File: src/hdl/bmr_pkg.sv
// Shared types and constants for the boot mouse report decoder.
package bmr_pkg;

   localparam int unsigned MASK_W = 7;
   localparam logic [2:0] BUTTON_MASK = 3'h7;
   localparam logic [7:0] MIN_LENGTH = 8'd3;
   localparam logic [7:0] WHEEL_LENGTH = 8'd4;

   typedef enum logic [2:0] {
      KIND_LEFT   = 3'd0,
      KIND_RIGHT  = 3'd1,
      KIND_MIDDLE = 3'd2,
      KIND_X      = 3'd3,
      KIND_Y      = 3'd4,
      KIND_WHEEL  = 3'd5,
      KIND_NONE   = 3'd6
   } kind_type;

   // One decoded report: bit k of mask requests an event of kind k.
   typedef struct packed {
      logic [MASK_W-1:0] mask;
      logic [2:0]        buttons;
      logic [7:0]        x_delta;
      logic [7:0]        y_delta;
      logic [7:0]        wheel_delta;
      logic [31:0]       count;
   } entry_type;

endpackage

File: src/hdl/bmr_front.sv
// Front end: accepts report slots, filters and classifies them into event masks.
module bmr_front (
   input  logic               clock,
   input  logic               reset,
   input  logic [7:0]         mouse_code,
   input  logic               push,
   input  logic [7:0]         slot_code,
   input  logic [7:0]         report_length,
   input  logic [7:0]         button_byte,
   input  logic [7:0]         x_delta,
   input  logic [7:0]         y_delta,
   input  logic [7:0]         wheel_delta,
   input  logic               q_full,
   output logic               q_push,
   output bmr_pkg::entry_type q_entry
);
   import bmr_pkg::*;

   logic [2:0]  prev_buttons_ff, prev_buttons_in;
   logic [31:0] malformed_ff, malformed_in;
   logic        accept, is_mouse, is_short;
   logic [2:0]  buttons, changed;
   logic        x_ev, y_ev, w_ev;

   assign accept   = push && !q_full;
   assign is_mouse = slot_code == mouse_code;
   assign is_short = report_length < MIN_LENGTH;
   assign buttons  = button_byte[2:0] & BUTTON_MASK;
   assign changed  = buttons ^ prev_buttons_ff;
   assign x_ev     = x_delta != 8'd0;
   assign y_ev     = y_delta != 8'd0;
   assign w_ev     = (report_length >= WHEEL_LENGTH) && (wheel_delta != 8'd0);

   assign q_push = accept && is_mouse && !is_short;

   always_comb begin
      q_entry.mask        = {1'b0, w_ev, y_ev, x_ev, changed};
      q_entry.mask[KIND_NONE] = !(|{w_ev, y_ev, x_ev, changed});
      q_entry.buttons     = buttons;
      q_entry.x_delta     = x_delta;
      q_entry.y_delta     = y_delta;
      q_entry.wheel_delta = wheel_delta;
      q_entry.count       = malformed_ff;
   end

   always_comb begin
      prev_buttons_in = prev_buttons_ff;
      malformed_in    = malformed_ff;
      if (accept && is_mouse) begin
         if (is_short) begin
            if (malformed_ff != 32'hFFFF_FFFF) begin
               malformed_in = malformed_ff + 32'd1;
            end
         end else begin
            prev_buttons_in = buttons;
         end
      end
   end

   always_ff @(posedge clock) begin
      if (reset) begin
         prev_buttons_ff <= 3'd0;
         malformed_ff    <= 32'd0;
      end else begin
         prev_buttons_ff <= prev_buttons_in;
         malformed_ff    <= malformed_in;
      end
   end

endmodule

File: src/hdl/bmr_queue.sv
// Small queue of decoded reports between front and back end.
module bmr_queue #(
   parameter int unsigned DEPTH = 4
) (
   input  logic               clock,
   input  logic               reset,
   input  logic               push,
   input  bmr_pkg::entry_type push_entry,
   input  logic               pop,
   output logic               full,
   output logic               empty,
   output bmr_pkg::entry_type head
);
   import bmr_pkg::*;

   localparam int unsigned PTR_W = (DEPTH > 1) ? $clog2(DEPTH) : 1;
   localparam int unsigned CNT_W = $clog2(DEPTH + 1);

   entry_type        store_ff [DEPTH];
   logic [PTR_W-1:0] wr_ptr_ff, wr_ptr_in, rd_ptr_ff, rd_ptr_in;
   logic [CNT_W-1:0] count_ff, count_in;
   logic             do_push, do_pop;

   assign full    = count_ff == CNT_W'(DEPTH);
   assign empty   = count_ff == CNT_W'(0);
   assign do_push = push && !full;
   assign do_pop  = pop && !empty;
   assign head    = store_ff[rd_ptr_ff];

   always_comb begin
      wr_ptr_in = wr_ptr_ff;
      rd_ptr_in = rd_ptr_ff;
      count_in  = count_ff;
      if (do_push) begin
         wr_ptr_in = (wr_ptr_ff == PTR_W'(DEPTH - 1)) ? PTR_W'(0) : wr_ptr_ff + PTR_W'(1);
      end
      if (do_pop) begin
         rd_ptr_in = (rd_ptr_ff == PTR_W'(DEPTH - 1)) ? PTR_W'(0) : rd_ptr_ff + PTR_W'(1);
      end
      if (do_push && !do_pop) begin
         count_in = count_ff + CNT_W'(1);
      end else if (do_pop && !do_push) begin
         count_in = count_ff - CNT_W'(1);
      end
   end

   always_ff @(posedge clock) begin
      if (reset) begin
         wr_ptr_ff <= '0;
         rd_ptr_ff <= '0;
         count_ff  <= '0;
      end else begin
         wr_ptr_ff <= wr_ptr_in;
         rd_ptr_ff <= rd_ptr_in;
         count_ff  <= count_in;
      end
   end

   always_ff @(posedge clock) begin
      if (do_push) begin
         store_ff[wr_ptr_ff] <= push_entry;
      end
   end

endmodule

File: src/hdl/bmr_back.sv
// Back end: expands one decoded report into events, one event per cycle while the output register is free.
module bmr_back (
   input  logic               clock,
   input  logic               reset,
   input  logic               q_empty,
   input  bmr_pkg::entry_type q_head,
   output logic               q_pop,
   output logic               empty,
   input  logic               pop,
   output logic [2:0]         event_kind,
   output logic [7:0]         event_value,
   output logic               last_of_report,
   output logic [31:0]        malformed_count
);
   import bmr_pkg::*;

   logic        work_valid_ff, work_valid_in;
   entry_type   work_ff, work_in;
   logic        out_valid_ff, out_valid_in;
   logic [2:0]  kind_ff;
   logic [7:0]  value_ff;
   logic        last_ff;
   logic [31:0] count_ff;

   logic              out_free, fire, is_last;
   logic [2:0]        sel;
   logic [7:0]        sel_value;
   logic [MASK_W-1:0] rest;

   // Lowest pending event kind goes first.
   always_comb begin
      sel = 3'(KIND_NONE);
      for (int k = MASK_W - 1; k >= 0; k--) begin
         if (work_ff.mask[k]) begin
            sel = 3'(k);
         end
      end
   end

   always_comb begin
      unique case (sel) inside
         KIND_LEFT, KIND_RIGHT, KIND_MIDDLE: sel_value = {7'd0, work_ff.buttons[sel[1:0]]};
         KIND_X:                             sel_value = work_ff.x_delta;
         KIND_Y:                             sel_value = work_ff.y_delta;
         KIND_WHEEL:                         sel_value = work_ff.wheel_delta;
         default:                            sel_value = 8'd0;
      endcase
   end

   assign rest     = work_ff.mask & ~(MASK_W'(1) << sel);
   assign is_last  = rest == '0;
   assign out_free = !out_valid_ff || pop;
   assign fire     = work_valid_ff && out_free;
   assign q_pop    = !q_empty && (!work_valid_ff || (fire && is_last));

   always_comb begin
      work_valid_in = work_valid_ff;
      work_in       = work_ff;
      if (q_pop) begin
         work_valid_in = 1'b1;
         work_in       = q_head;
      end else if (fire) begin
         work_in.mask = rest;
         if (is_last) begin
            work_valid_in = 1'b0;
         end
      end
      out_valid_in = out_valid_ff;
      if (fire) begin
         out_valid_in = 1'b1;
      end else if (pop) begin
         out_valid_in = 1'b0;
      end
   end

   always_ff @(posedge clock) begin
      if (reset) begin
         work_valid_ff <= 1'b0;
         out_valid_ff  <= 1'b0;
      end else begin
         work_valid_ff <= work_valid_in;
         out_valid_ff  <= out_valid_in;
      end
   end

   always_ff @(posedge clock) begin
      work_ff <= work_in;
      if (fire) begin
         kind_ff  <= sel;
         value_ff <= sel_value;
         last_ff  <= is_last;
         count_ff <= work_ff.count;
      end
   end

   assign empty           = !out_valid_ff;
   assign event_kind      = kind_ff;
   assign event_value     = value_ff;
   assign last_of_report  = last_ff;
   assign malformed_count = count_ff;

endmodule

File: src/hdl/boot_mouse_report_to_events.sv
// Top level of the boot mouse report decoder: control register, front, queue, back.
//
//  channel   handshake          beat
//  -------   ----------------   ---------------------------------------------------
//  req       push / full        one report slot: type, length, four report bytes
//  rsp       empty / pop        one event: kind, value, last flag, malformed count
//  csr       psel/penable/...   mouse_slot_type at byte address 0, always ready
//
// A slot is taken in any cycle the queue has room; the front classifies it in that
// same cycle, so back-to-back beats flow at one per cycle.
// The back end emits one event per cycle from the head report while the output register is
// free; a report yields 1 to 6 events.
// The output register is refilled in the cycle it is popped, so a steady pop sees
// no bubbles; a stalled rsp side fills the queue and then raises full.
// Reset (synchronous) clears button history, malformed count, queue and output;
// mouse_slot_type returns to 1.
module boot_mouse_report_to_events #(
   parameter int unsigned QUEUE_DEPTH = 4
) (
   input  logic        clock,
   input  logic        reset,
   // input channel
   input  logic        push,
   output logic        full,
   input  logic [7:0]  req_slot_type,
   input  logic [7:0]  req_report_length,
   input  logic [7:0]  req_button_byte,
   input  logic signed [7:0] req_x_delta,
   input  logic signed [7:0] req_y_delta,
   input  logic signed [7:0] req_wheel_delta,
   // result channel
   output logic        empty,
   input  logic        pop,
   output logic [2:0]  rsp_event_kind,
   output logic signed [7:0] rsp_event_value,
   output logic        rsp_last_of_report,
   output logic [31:0] rsp_malformed_count,
   // control register port
   input  logic        psel,
   input  logic        penable,
   input  logic        pwrite,
   input  logic [2:0]  paddr,
   input  logic [31:0] pwdata,
   output logic [31:0] prdata,
   output logic        pready
);
   import bmr_pkg::*;

   localparam logic MOUSE_TYPE_REG = 1'b0;

   logic [7:0] mouse_slot_type_ff, mouse_slot_type_in;
   logic       reg_write;
   logic       q_push, q_pop, q_full, q_empty;
   entry_type  q_entry, q_head;
   logic [7:0] event_value;

   // Register file: one register, word index taken from paddr[2].
   assign pready    = 1'b1;
   assign reg_write = psel && penable && pwrite && pready;

   always_comb begin
      mouse_slot_type_in = mouse_slot_type_ff;
      if (reg_write && (paddr[2] == MOUSE_TYPE_REG)) begin
         mouse_slot_type_in = pwdata[7:0];
      end
   end

   always_ff @(posedge clock) begin
      if (reset) begin
         mouse_slot_type_ff <= 8'd1;
      end else begin
         mouse_slot_type_ff <= mouse_slot_type_in;
      end
   end

   assign prdata = (paddr[2] == MOUSE_TYPE_REG) ? {24'd0, mouse_slot_type_ff} : 32'd0;

   // Filter, count short reports and build the event mask.
   bmr_front u_front (
      .clock           (clock),
      .reset           (reset),
      .mouse_code      (mouse_slot_type_ff),
      .push            (push),
      .slot_code       (req_slot_type),
      .report_length   (req_report_length),
      .button_byte     (req_button_byte),
      .x_delta         (req_x_delta),
      .y_delta         (req_y_delta),
      .wheel_delta     (req_wheel_delta),
      .q_full          (q_full),
      .q_push          (q_push),
      .q_entry         (q_entry)
   );

   // Decouple slot intake from event output.
   bmr_queue #(
      .DEPTH (QUEUE_DEPTH)
   ) u_queue (
      .clock      (clock),
      .reset      (reset),
      .push       (q_push),
      .push_entry (q_entry),
      .pop        (q_pop),
      .full       (q_full),
      .empty      (q_empty),
      .head       (q_head)
   );

   // Walk the mask, one event per beat.
   bmr_back u_back (
      .clock           (clock),
      .reset           (reset),
      .q_empty         (q_empty),
      .q_head          (q_head),
      .q_pop           (q_pop),
      .empty           (empty),
      .pop             (pop),
      .event_kind      (rsp_event_kind),
      .event_value     (event_value),
      .last_of_report  (rsp_last_of_report),
      .malformed_count (rsp_malformed_count)
   );

   assign rsp_event_value = signed'(event_value);
   // Hold intake while the queue is full.
   assign full = q_full;

endmodule

File: config.mk
export PLATFORM = sky130hd
export DESIGN_NAME = boot_mouse_report_to_events
export DESIGN_NICKNAME = d
export VERILOG_FILES = /design/src/hdl/bmr_pkg.sv /design/src/hdl/bmr_front.sv /design/src/hdl/bmr_queue.sv /design/src/hdl/bmr_back.sv /design/src/hdl/boot_mouse_report_to_events.sv
export SDC_FILE = /design/constraint.sdc
export NUM_CORES = 1
export LEC_CHECK = 0
export BUFFER_PORTS_ARGS = -buffer_cell sky130_fd_sc_hd__clkbuf_2
export CAP_MARGIN = 10
export CELL_PAD_IN_SITES_DETAIL_PLACEMENT = 1
export CELL_PAD_IN_SITES_GLOBAL_PLACEMENT = 2
export CORE_MARGIN = 5
export CORE_UTILIZATION = 44
export DETAILED_ROUTE_END_ITERATION = 8
export PLACE_DENSITY_LB_ADDON = 0.1
export SYNTH_ARGS = -nofsm -noshare
export SYNTH_HDL_FRONTEND = slang
export SYNTH_SLANG_ARGS = --single-unit
File: constraint.sdc
create_clock -name clock -period 4.71 [get_ports clock]
set_clock_uncertainty 0.15 [all_clocks]
set_input_delay 0.2355 -clock clock [delete_from_list [all_inputs] [get_ports clock]]
set_output_delay 0.2355 -clock clock [all_outputs]
set_load 0.05 [all_outputs]
# Yosys cells after proc, flatten, opt, wreduce, memory -nomap -nowiden
# Memory sizes are Yosys's and may differ from the RTL's. A register that Yosys moved wholly into a read port is not among the register bits.
# Cells that the tools add are included.
op_classes:
  addsub: 5
  magnitude_cmp: 3
  eq_ne: 10
  shifts: 1
  muxes: 25
  n_bitwise: 5
  reduce_logical: 39
op_table:
  columns: ["operator", "n"]
  rows:
  - ["$add A32 B1 Y32 const B", 1]
  - ["$ne A32 B32 Y1 const B", 1]
  - ["$pmux W8 S4", 1]
  - ["$reduce_bool A8 Y1", 3]
  - ["$mux W3", 7]
  - ["$logic_and A1 B1 Y1", 14]
  - ["$mux W7", 2]
  - ["$mux W2", 5]
  - ["$eq A3 B3 Y1 const B", 3]
  - ["$eq A8 B8 Y1", 1]
  - ["$ge A8 B3 Y1 const B", 1]
  - ["$logic_not A1 Y1", 8]
  - ["$lt A8 B2 Y1 const B", 1]
  - ["$mux W1", 8]
  - ["$mux W8", 1]
  - ["$reduce_bool A2 Y1", 4]
  - ["$and A7 B7 Y7", 1]
  - ["$logic_not A7 Y1", 1]
  - ["$not A7 Y7", 1]
  - ["$shl A1 B3 Y7 const A", 1]
  - ["$eq A3 B2 Y1 const B", 2]
  - ["$logic_not A3 Y1", 2]
  - ["$reduce_or A6 Y1", 1]
  - ["$add A2 B1 Y2 const B", 2]
  - ["12 further kinds", 16]
totals:
  register_bits: 162
  mem_bits_rw: 264
  output_inout_bits: 79
  elab_cells: 107
  memories: 1
mem_list:
  columns: ["name", "depth", "word_bits", "rd", "rd_clocked_by_memory_dff", "wr", "line_no", "source"]
  rows:
  - ["u_queue.store_ff", 4, 66, 1, 1, 1, "bmr_queue.sv:19", "entry_type store_ff [DEPTH];"]

# Depth between registers and ports, before layout
# Gate-level depths: netlist of the first run.
logic_depth:
  ltp_word: 17
  mapped_depth: 12
  ltp_nobuf: 11

# By module
# Synthesis of the first run repeated with hierarchy kept, for this count alone.
hier_totals:
  cells_unflattened: 938
  area_unflattened_um2: 16813.6
by_module_without_submodules:
  columns: ["module", "n_inst", "cells_each", "area_each_um2", "seq_area_each_um2"]
  rows:
  - ["bmr_queue", 1, 394, 10020.9, 8107.8]
  - ["bmr_back", 1, 204, 3910.0, 3343.2]
  - ["bmr_front", 1, 270, 2257.2, 700.7]
  - ["boot_mouse_report_to_events", 1, 70, 625.6, 160.2]

# Least setup slack after synthesis of the first run
# OpenSTA, ideal clock, no wires.
synth_path:
  path_kind: "register to register"
  startpoint: "register u_back.work_ff[59] in the netlist's numbering"
  endpoint: "register u_back.work_ff[60] in the netlist's numbering (data pin)"
  setup_time_ns: 0.342
  arrival_ns: 3.483
  t_required_ns: 4.218
  slack_ns: 0.735
  path_stages_with_launch: 7
  path_buffers: 2
  synth_period_minus_slack_ns: 3.975
  path_cell_list: "edfxtp_1 -> clkbuf_1 -> maj3_1 -> or3_1 -> o22ai_2 -> clkbuf_1 -> o21ai_1"
synth_lines:
  columns: ["element", "line_no", "source"]
  rows:
  - ["from (decl)", "bmr_back.sv:18", "entry_type work_ff, work_in;"]
  - ["from (signal assigned)", "bmr_back.sv:87", "work_ff <= work_in;"]

# Worst setup path in the final report of the first run
layout_path:
  startpoint: "register u_back.work_ff[59] in the netlist's numbering"
  endpoint: "register u_back.work_ff[64] in the netlist's numbering (enable)"
layout_between:
  elab_chain_cells: 9
layout_lines:
  columns: ["element", "line_no", "source"]
  rows:
  - ["$mux W3", "bmr_back.sv:34", "if (work_ff.mask[k]) begin"]
  - ["$shl A1 B3 Y7", "bmr_back.sv:50", "assign rest = work_ff.mask & ~(MASK_W'(1) << sel);"]
  - ["$not A7 Y7", "bmr_back.sv:50", null]
  - ["$and A7 B7 Y7 *", "bmr_back.sv:50", null]
  - ["$logic_not A7 Y1 *", "bmr_back.sv:51", "assign is_last = rest == '0;"]
  - ["$logic_and A1 B1 Y1 *", "bmr_back.sv:54", "assign q_pop = !q_empty && (!work_valid_ff || (fire && is_last));"]
  - ["$logic_or A1 B1 Y1 *", "bmr_back.sv:54", null]
  - ["$logic_and A1 B1 Y1 *", "bmr_back.sv:54", null]
  - ["$reduce_bool A2 Y1 (no source line) *", null, null]
# Every way passes the cells marked *; elsewhere a longest branch is shown, timed or not.
# A chain may end at the register's enable or synchronous reset.

==> flow_metrics.py, run 1 <==
metrics = {
    "grt": {
        "grt_max_degree": 75,
        "grt_pass1_vias": 8851,
        "grt_overflow": 0,
        "antenna_found_initial": 0,
        "grt_first_pass_wirelength_um": 51740,
        "grtUsageTotal_pct": 16.16,
    },
    "yosys": {
        "ys_ff_latch": 428,
        "synthArstFlopShare_pct": 0,
        "synth_edf_count": 374,
        "synth_area_um2": 16150,
        "avgSynthCellArea_um2": 18.07,
        "ys.warnings.count": 0,
        "synthFlopType": "edfxtp_1",
        "syn_inst": 894,
        "synthDistinctLibCells": 50,
        "yosysSeqAreaShare_pct": 76.21,
    },
    "sta": {
        "slew_violations": 0,
        "slew_headroom_pct": 28.50,
        "clock.fmax_mhz": 315.4,
        "hold_viol": 0,
        "min_period_ns": 3.170,
        "setup-tns-final_ns": 0,
        "rsz0062_at_grt": "false",
        "final-setup-viol-count": 0,
        "max_slew.worst_pin.slew_ns": 1.073,
        "fin_crit_sh_pct": 67.31,
        "hold_ws_ns": 0.09402,
    },
    "worst_setup_path": {
        "critPathLaunchType": "flip-flop",
        "path_class": "flip-flop to flip-flop",
        "path_max_fanout": 74,
        "cp.required_ns": 4.79,
        "crit_path_end_kind": "flip-flop",
        "arrival_ns": 3.25,
    },
    "hold_path": {
        "min_path_type": "primary input to flip-flop",
    },
    "placed_design": {
        "io_buffers": 112,
        "placed_area_um2": 17260,
        "gp_congestion": 0.7337,
        "place_hpwl_um": 19450,
    },
    "clock_tree": {
        "clk_path_buf_depth": 3,
        "tritoncts": "yes",
        "cts-root-buf": "clkbuf_16",
        "clock_sinks": 428,
        "numCtsBuffers": 44,
        "h-tree-depth": 2,
        "clock_latency_ns": 0.54,
        "path_clk_slew_ns": 0.06,
        "ctsResizeCount": 0,
    },
    "floorplanning": {
        "rows": 70,
        "core_um2": 36430,
        "io-pin-count": 169,
        "design.die.area_um2": 40650,
        "start_util_pct": 44.34,
        "die_x_um": 201.6,
        "die_h_um": 201.6,
    },
    "cells_and_area": {
        "num_antenna_cells": 0,
        "layout.nets": 1165,
        "final_area_um2": 19070,
        "num-fill-cells": 3322,
        "multiInputGateArea_um2": 3612,
        "post_route_cells_drive_above_1_share_pct": 24.57,
        "regArea_um2": 12320,
        "synthToLayoutAreaGrowth_pct": 18.04,
    },
    "detailed_routing": {
        "wl_met1_um": 14960,
        "dr_total_vias": 8198,
        "drt_iter0_drc": 422,
        "drc": 0,
        "met2_length_um": 15730,
        "final_antenna_net_count": 0,
        "vias_per_cell": 5.218,
        "wirelength_um": 32730,
        "top_layer": "met4",
        "first_pass_iters": 4,
        "wl_per_cell_um": 20.83,
        "wl_met3_um": 1542,
    },
    "run": {
        "drv_cap": 0,
    },
    "power_and_ir_drop": {
        "power.density_nw_per_um2": 574.1,
        "irDropWorstVdd_mv": 0.4798,
        "p_leak_nw": 6.620,
        "power_w": 0.01095,
    },
    "outcome": {
        "status": "finished clean",
    },
}
-- Yosys cell counts (all sizes together), types with 2 or more instances --
master    n  area (um^2)
nor2b    10        62.56
nand4    20        131.4
and2     10        62.56
nor4     14        123.9
a22oi     8        60.06
xnor2    16        140.1
dfxtp    54         1081
nor3     13        65.06
clkbuf   23        86.33
mux4     66         1486
or3       7        43.79
conb      2        7.510
nand2    60        225.2
nand4b    3        26.28
and4      6        52.55
nor2     57        214.0
a21oi    22        110.1
o31ai     2        15.01
xor2     22        192.7
or4       2        15.01
mux2i     6        60.06
buf      34        222.7
edfxtp  374        11230
nand3    13        65.06
ha        7        87.58
inv       9        33.78
or2       2        12.52
o21ai    10        50.05
and3      9        56.30
-- critical path, stage by stage, from the launching register on --
cell and delay [ns]:
edfxtp_1 0.52, or3_1 0.46, a21oi_1 0.17, a21oi_1 0.16, o22ai_4 0.17, buf_4 0.84
or2_2 0.37
-- per-layer routing --
metal	global-route usage [%]	vias to the layer above
met5	0	-
met4	3.613	0
met1	22.86	4204
met2	26.14	166
met3	3.417	38
li1	-	3790
-- where the power goes --
group | total (W) | leakage (nW) | internal [W] | switching (W)
combinational | 0.00226 | 1.85 | 0.000699 | 0.00156
clock | 0.00344 | 0.706 | 0.00206 | 0.00138
sequential | 0.00524 | 4.07 | 0.00491 | 0.000326
total | 0.0109 | 6.62 | 0.00768 | 0.00327
-- sequential cells by signal, indices dropped and copies added (netlist names), named ones only --
name,flops
u_back.out_valid_ff,1
u_back.last_of_report,1
u_back.event_kind,3
u_queue.wr_ptr_ff,2
u_queue.store_ff,264
u_front.malformed_ff,32
mouse_slot_type_ff,8
u_front.prev_buttons_ff,3
u_back.malformed_count,32
u_queue.count_ff,3
u_back.work_ff,66
u_back.work_valid_ff,1
u_queue.rd_ptr_ff,2
u_back.event_value,8
-- stage by stage --
stage	setup WS, ns	util [%]	instances
6_report	1.540	52.34	1571
5_1_grt	1.299	52.34	1571
4_1_cts	1.465	52.34	1571
3_5_place_dp	1.475	47.36	1453
3_3_place_gp	1.518	47.36	1453
2_1_floorplan	0.7349	-	917
-- logic make-up (layout without fill, tap and decap cells) --
kind of cell,Yosys count,in the layout,share of synthesized area [%]
AOI/OAI and AO/OA,47,47,1.743
buffers and inverters,66,252,2.122
xor gates and xnor gates,38,38,2.060
adders and majority gates,9,9,0.7280
and+or+nand+nor,231,231,7.420
other,2,25,0.04649
muxes,73,73,9.666
DFF,428,428,76.21
-- timing repair --
action                     in CTS  in global routing
hold endpoints to repair      120                  0
hold buffers                   36                  0
setup endpoints to repair       0                  0
buffers inserted                0                  0
-- cell usage in the layout (no fill, tap or decap), drive strengths merged, types with 2 or more instances in the layout --
master and n:
a22oi 8, mux4 66, ha 7, dlygate4sd3 36
dfxtp 54, mux2i 6, and4 6, nor4 14
or4 2, clkinv 13, nor3 13, and3 9
clkbuf 175, or2 2, nand4 20, conb 25
edfxtp 374, inv 9, clkinvlp 2, o31ai 2
a21oi 22, buf 13, nand3 13, nand4b 3
o21ai 10, nor2 57, xor2 22, nand2 60
xnor2 16, bufinv 4, nor2b 10, or3 7
and2 10
-- final timing paths --
check / from / cells past startpoint / endpoint / slack, ns
min: penable / 4 / mouse_slot_type_ff[6] / 0.09
min reg2reg: u_back.work_ff[24] / 0 / u_back.malformed_count[24] / 0.27
max: u_back.work_ff[59] / 6 / u_back.work_ff[64] / 1.54
max reg2reg: u_back.work_ff[59] / 6 / u_back.work_ff[64] / 1.54
-- final cells by class --
type | count | area share (%)
Sequential cell | 428 | 64.59
Clock buffer | 63 | 6.529
Timing Repair Buffer | 161 | 5.604
Multi-Input combinational cell | 423 | 18.94
Inverter | 9 | 0.1772
Tap cell | 468 | 3.071
Clock inverter | 19 | 1.083
Note: power is estimated with default switching activity, not from simulation.
==> run 2: changes to the inputs <==
Clock period 4.71 ns to 3.28 ns, I/O delays scaled along.
==> flow_metrics.py, run 2 (synthesis gave the netlist of run 1 again) <==
metrics = {
    "detailed_routing": {
        "vias_per_cell": 5.244,
        "final_antenna_net_count": 0,
        "drc": 0,
        "dr_total_vias": 8328,
        "drt_iter0_drc": 436,
        "first_pass_iters": 6,
        "wirelength_um": 32910,
        "wl_per_cell_um": 20.72,
    },
    "clock_tree": {
        "clock_sinks": 428,
        "path_clk_slew_ns": 0.06,
        "ctsResizeCount": 0,
        "tritoncts": "yes",
        "h-tree-depth": 2,
        "clk_path_buf_depth": 3,
        "clock_latency_ns": 0.55,
        "numCtsBuffers": 45,
        "cts-root-buf": "clkbuf_16",
        "postCtsSetupBuffers": 0,
    },
    "grt": {
        "grt_overflow": 0,
        "grtUsageTotal_pct": 16.33,
        "grt_max_degree": 75,
        "grt_first_pass_wirelength_um": 52170,
        "antenna_found_initial": 0,
        "grt_pass1_vias": 9047,
    },
    "sta": {
        "fin_ws_ns": 0.3262,
        "rsz0062_at_grt": "false",
        "final-setup-viol-count": 0,
        "max_slew.worst_pin.slew_ns": 0.8156,
        "hold_viol": 0,
        "clock.fmax_mhz": 338.5,
        "slew_headroom_pct": 45.43,
        "slew_violations": 0,
        "min_period_ns": 2.954,
        "setup-tns-final_ns": 0,
        "fin_crit_sh_pct": 90.05,
    },
    "placed_design": {
        "io_buffers": 112,
        "pre_cts_slack_ns": 0.3072,
        "gp_congestion": 0.7665,
        "place_hpwl_um": 20700,
    },
    "worst_setup_path": {
        "path_class": "flip-flop to flip-flop",
        "cpMostUsedCell": "a21oi_1",
        "r2r_slack_ns": 0.33,
        "cp.required_ns": 3.61,
        "critPathBufInv": 2,
        "slowest_delay_ns": 0.47,
        "path_cells": "nor2_1 -> o31a_1 -> a21oi_1 -> o22ai_4 -> inv_2 -> ha_1 -> inv_1 -> fa_1 -> xor2_1 -> or3_1 -> a21oi_1",
        "path_delay_family": "compound AO/OA/AOI/OAI gates",
        "arrival_ns": 3.29,
        "crit_path_end_kind": "flip-flop",
        "critPathLaunchType": "flip-flop",
        "cp_slowest_cell": "edfxtp_1",
        "path_max_fanout": 7,
    },
    "power_and_ir_drop": {
        "irDropWorstVdd_mv": 0.6905,
        "p_leak_nw": 6.696,
        "power.density_nw_per_um2": 818.6,
        "power_w": 0.01570,
    },
    "floorplanning": {
        "design.die.area_um2": 40650,
        "core_um2": 36430,
        "die_h_um": 201.6,
        "start_util_pct": 44.34,
        "die_x_um": 201.6,
        "rows": 70,
        "io-pin-count": 169,
    },
    "cells_and_area": {
        "largest_register": "u_queue.store_ff",
        "reg_top3": "u_queue.store_ff: 264 flops, u_back.work_ff: 66 flops",
        "synthToLayoutAreaGrowth_pct": 18.76,
        "layout_commonest_cell": "edfxtp_1",
        "regArea_um2": 12320,
        "post_route_cells_drive_above_1_share_pct": 25.71,
        "num-fill-cells": 3334,
        "multiInputGateArea_um2": 3612,
        "layout_common_cells": "edfxtp_1, clkbuf_2, mux4_2",
        "largest_reg_flops": 264,
        "layout.nets": 1181,
        "num_antenna_cells": 0,
        "utilization_pct": 52.65,
    },
    "run": {
        "drv_cap": 0,
    },
    "outcome": {
        "status": "finished clean",
    },
    "hold_path": {
        "min_path_type": "primary input to flip-flop",
    },
}
[run 2: changes by cell type in the layout (fill, tap and decap cells not counted), sizes merged]
cell | previous run | this run
bufinv | 4 | 3
clkinv | 13 | 21
inv | 9 | 10
clkinvlp | 2 | 3
buf | 13 | 28
clkbuf | 175 | 168
[run 2: report_power, final]
group          internal [W]  total [W]  switching (W)  leakage (nW)
Sequential          0.00704    0.00747       0.000426          4.07
Clock               0.00280    0.00484        0.00205         0.690
Combinational       0.00109    0.00339        0.00230          1.94
[run 2: routing by layer]
metal,track usage (%),vias up,share of wire (%)
met3,3.320,52,5.1
met5,0,-,0
met2,27.09,193,48
li1,-,3829,-
met4,3.857,0,2.0
met1,22.46,4254,44
[run 2: final cells by class]
class	count	area share [%]
Sequential cell	428	64.20
Multi-Input combinational cell	423	18.83
Timing Repair Buffer	176	6.352
Tap cell	468	3.052
Clock inverter	28	1.252
Inverter	9	0.1761
Clock buffer	56	6.137
[run 2: timing repair]
item	CTS	global route
hold endpoints to repair	141	0
hold buffers	36	0
endpoints found under the setup margin	0	0
[run 2: path summary, 6_finish.rpt]
| kind | endpoint | startpoint | depth (start not counted) |
|---|---|---|---|
| setup / recovery | u_queue.count_ff[2] | u_back.work_ff[62] | 11 |
| hold / removal | mouse_slot_type_ff[4] | penable | 4 |
| setup reg to reg | u_queue.count_ff[2] | u_back.work_ff[62] | 11 |
| hold reg to reg | u_back.malformed_count[26] | u_back.work_ff[26] | 0 |
[run 2: worst reg2reg max path, cell delays in order (launching register included)]
cell      delay (ns)
edfxtp_1        0.47
nor2_1          0.11
o31a_1          0.28
a21oi_1         0.39
o22ai_4         0.16
inv_2           0.11
ha_1            0.19
inv_1           0.06
fa_1            0.37
xor2_1          0.16
or3_1           0.30
a21oi_1         0.15
[run 2: per-stage QoR]
stage          std cells  instance area [um^2]  hold slack (ns)
4_1_cts             1588                 19180         0.008582
2_1_floorplan        917                 16250           0.1129
3_5_place_dp        1468                 17410           0.2369
6_report            1588                 19180          0.01145
3_3_place_gp        1468                 17410           0.2270
5_1_grt             1588                 19180          0.03482
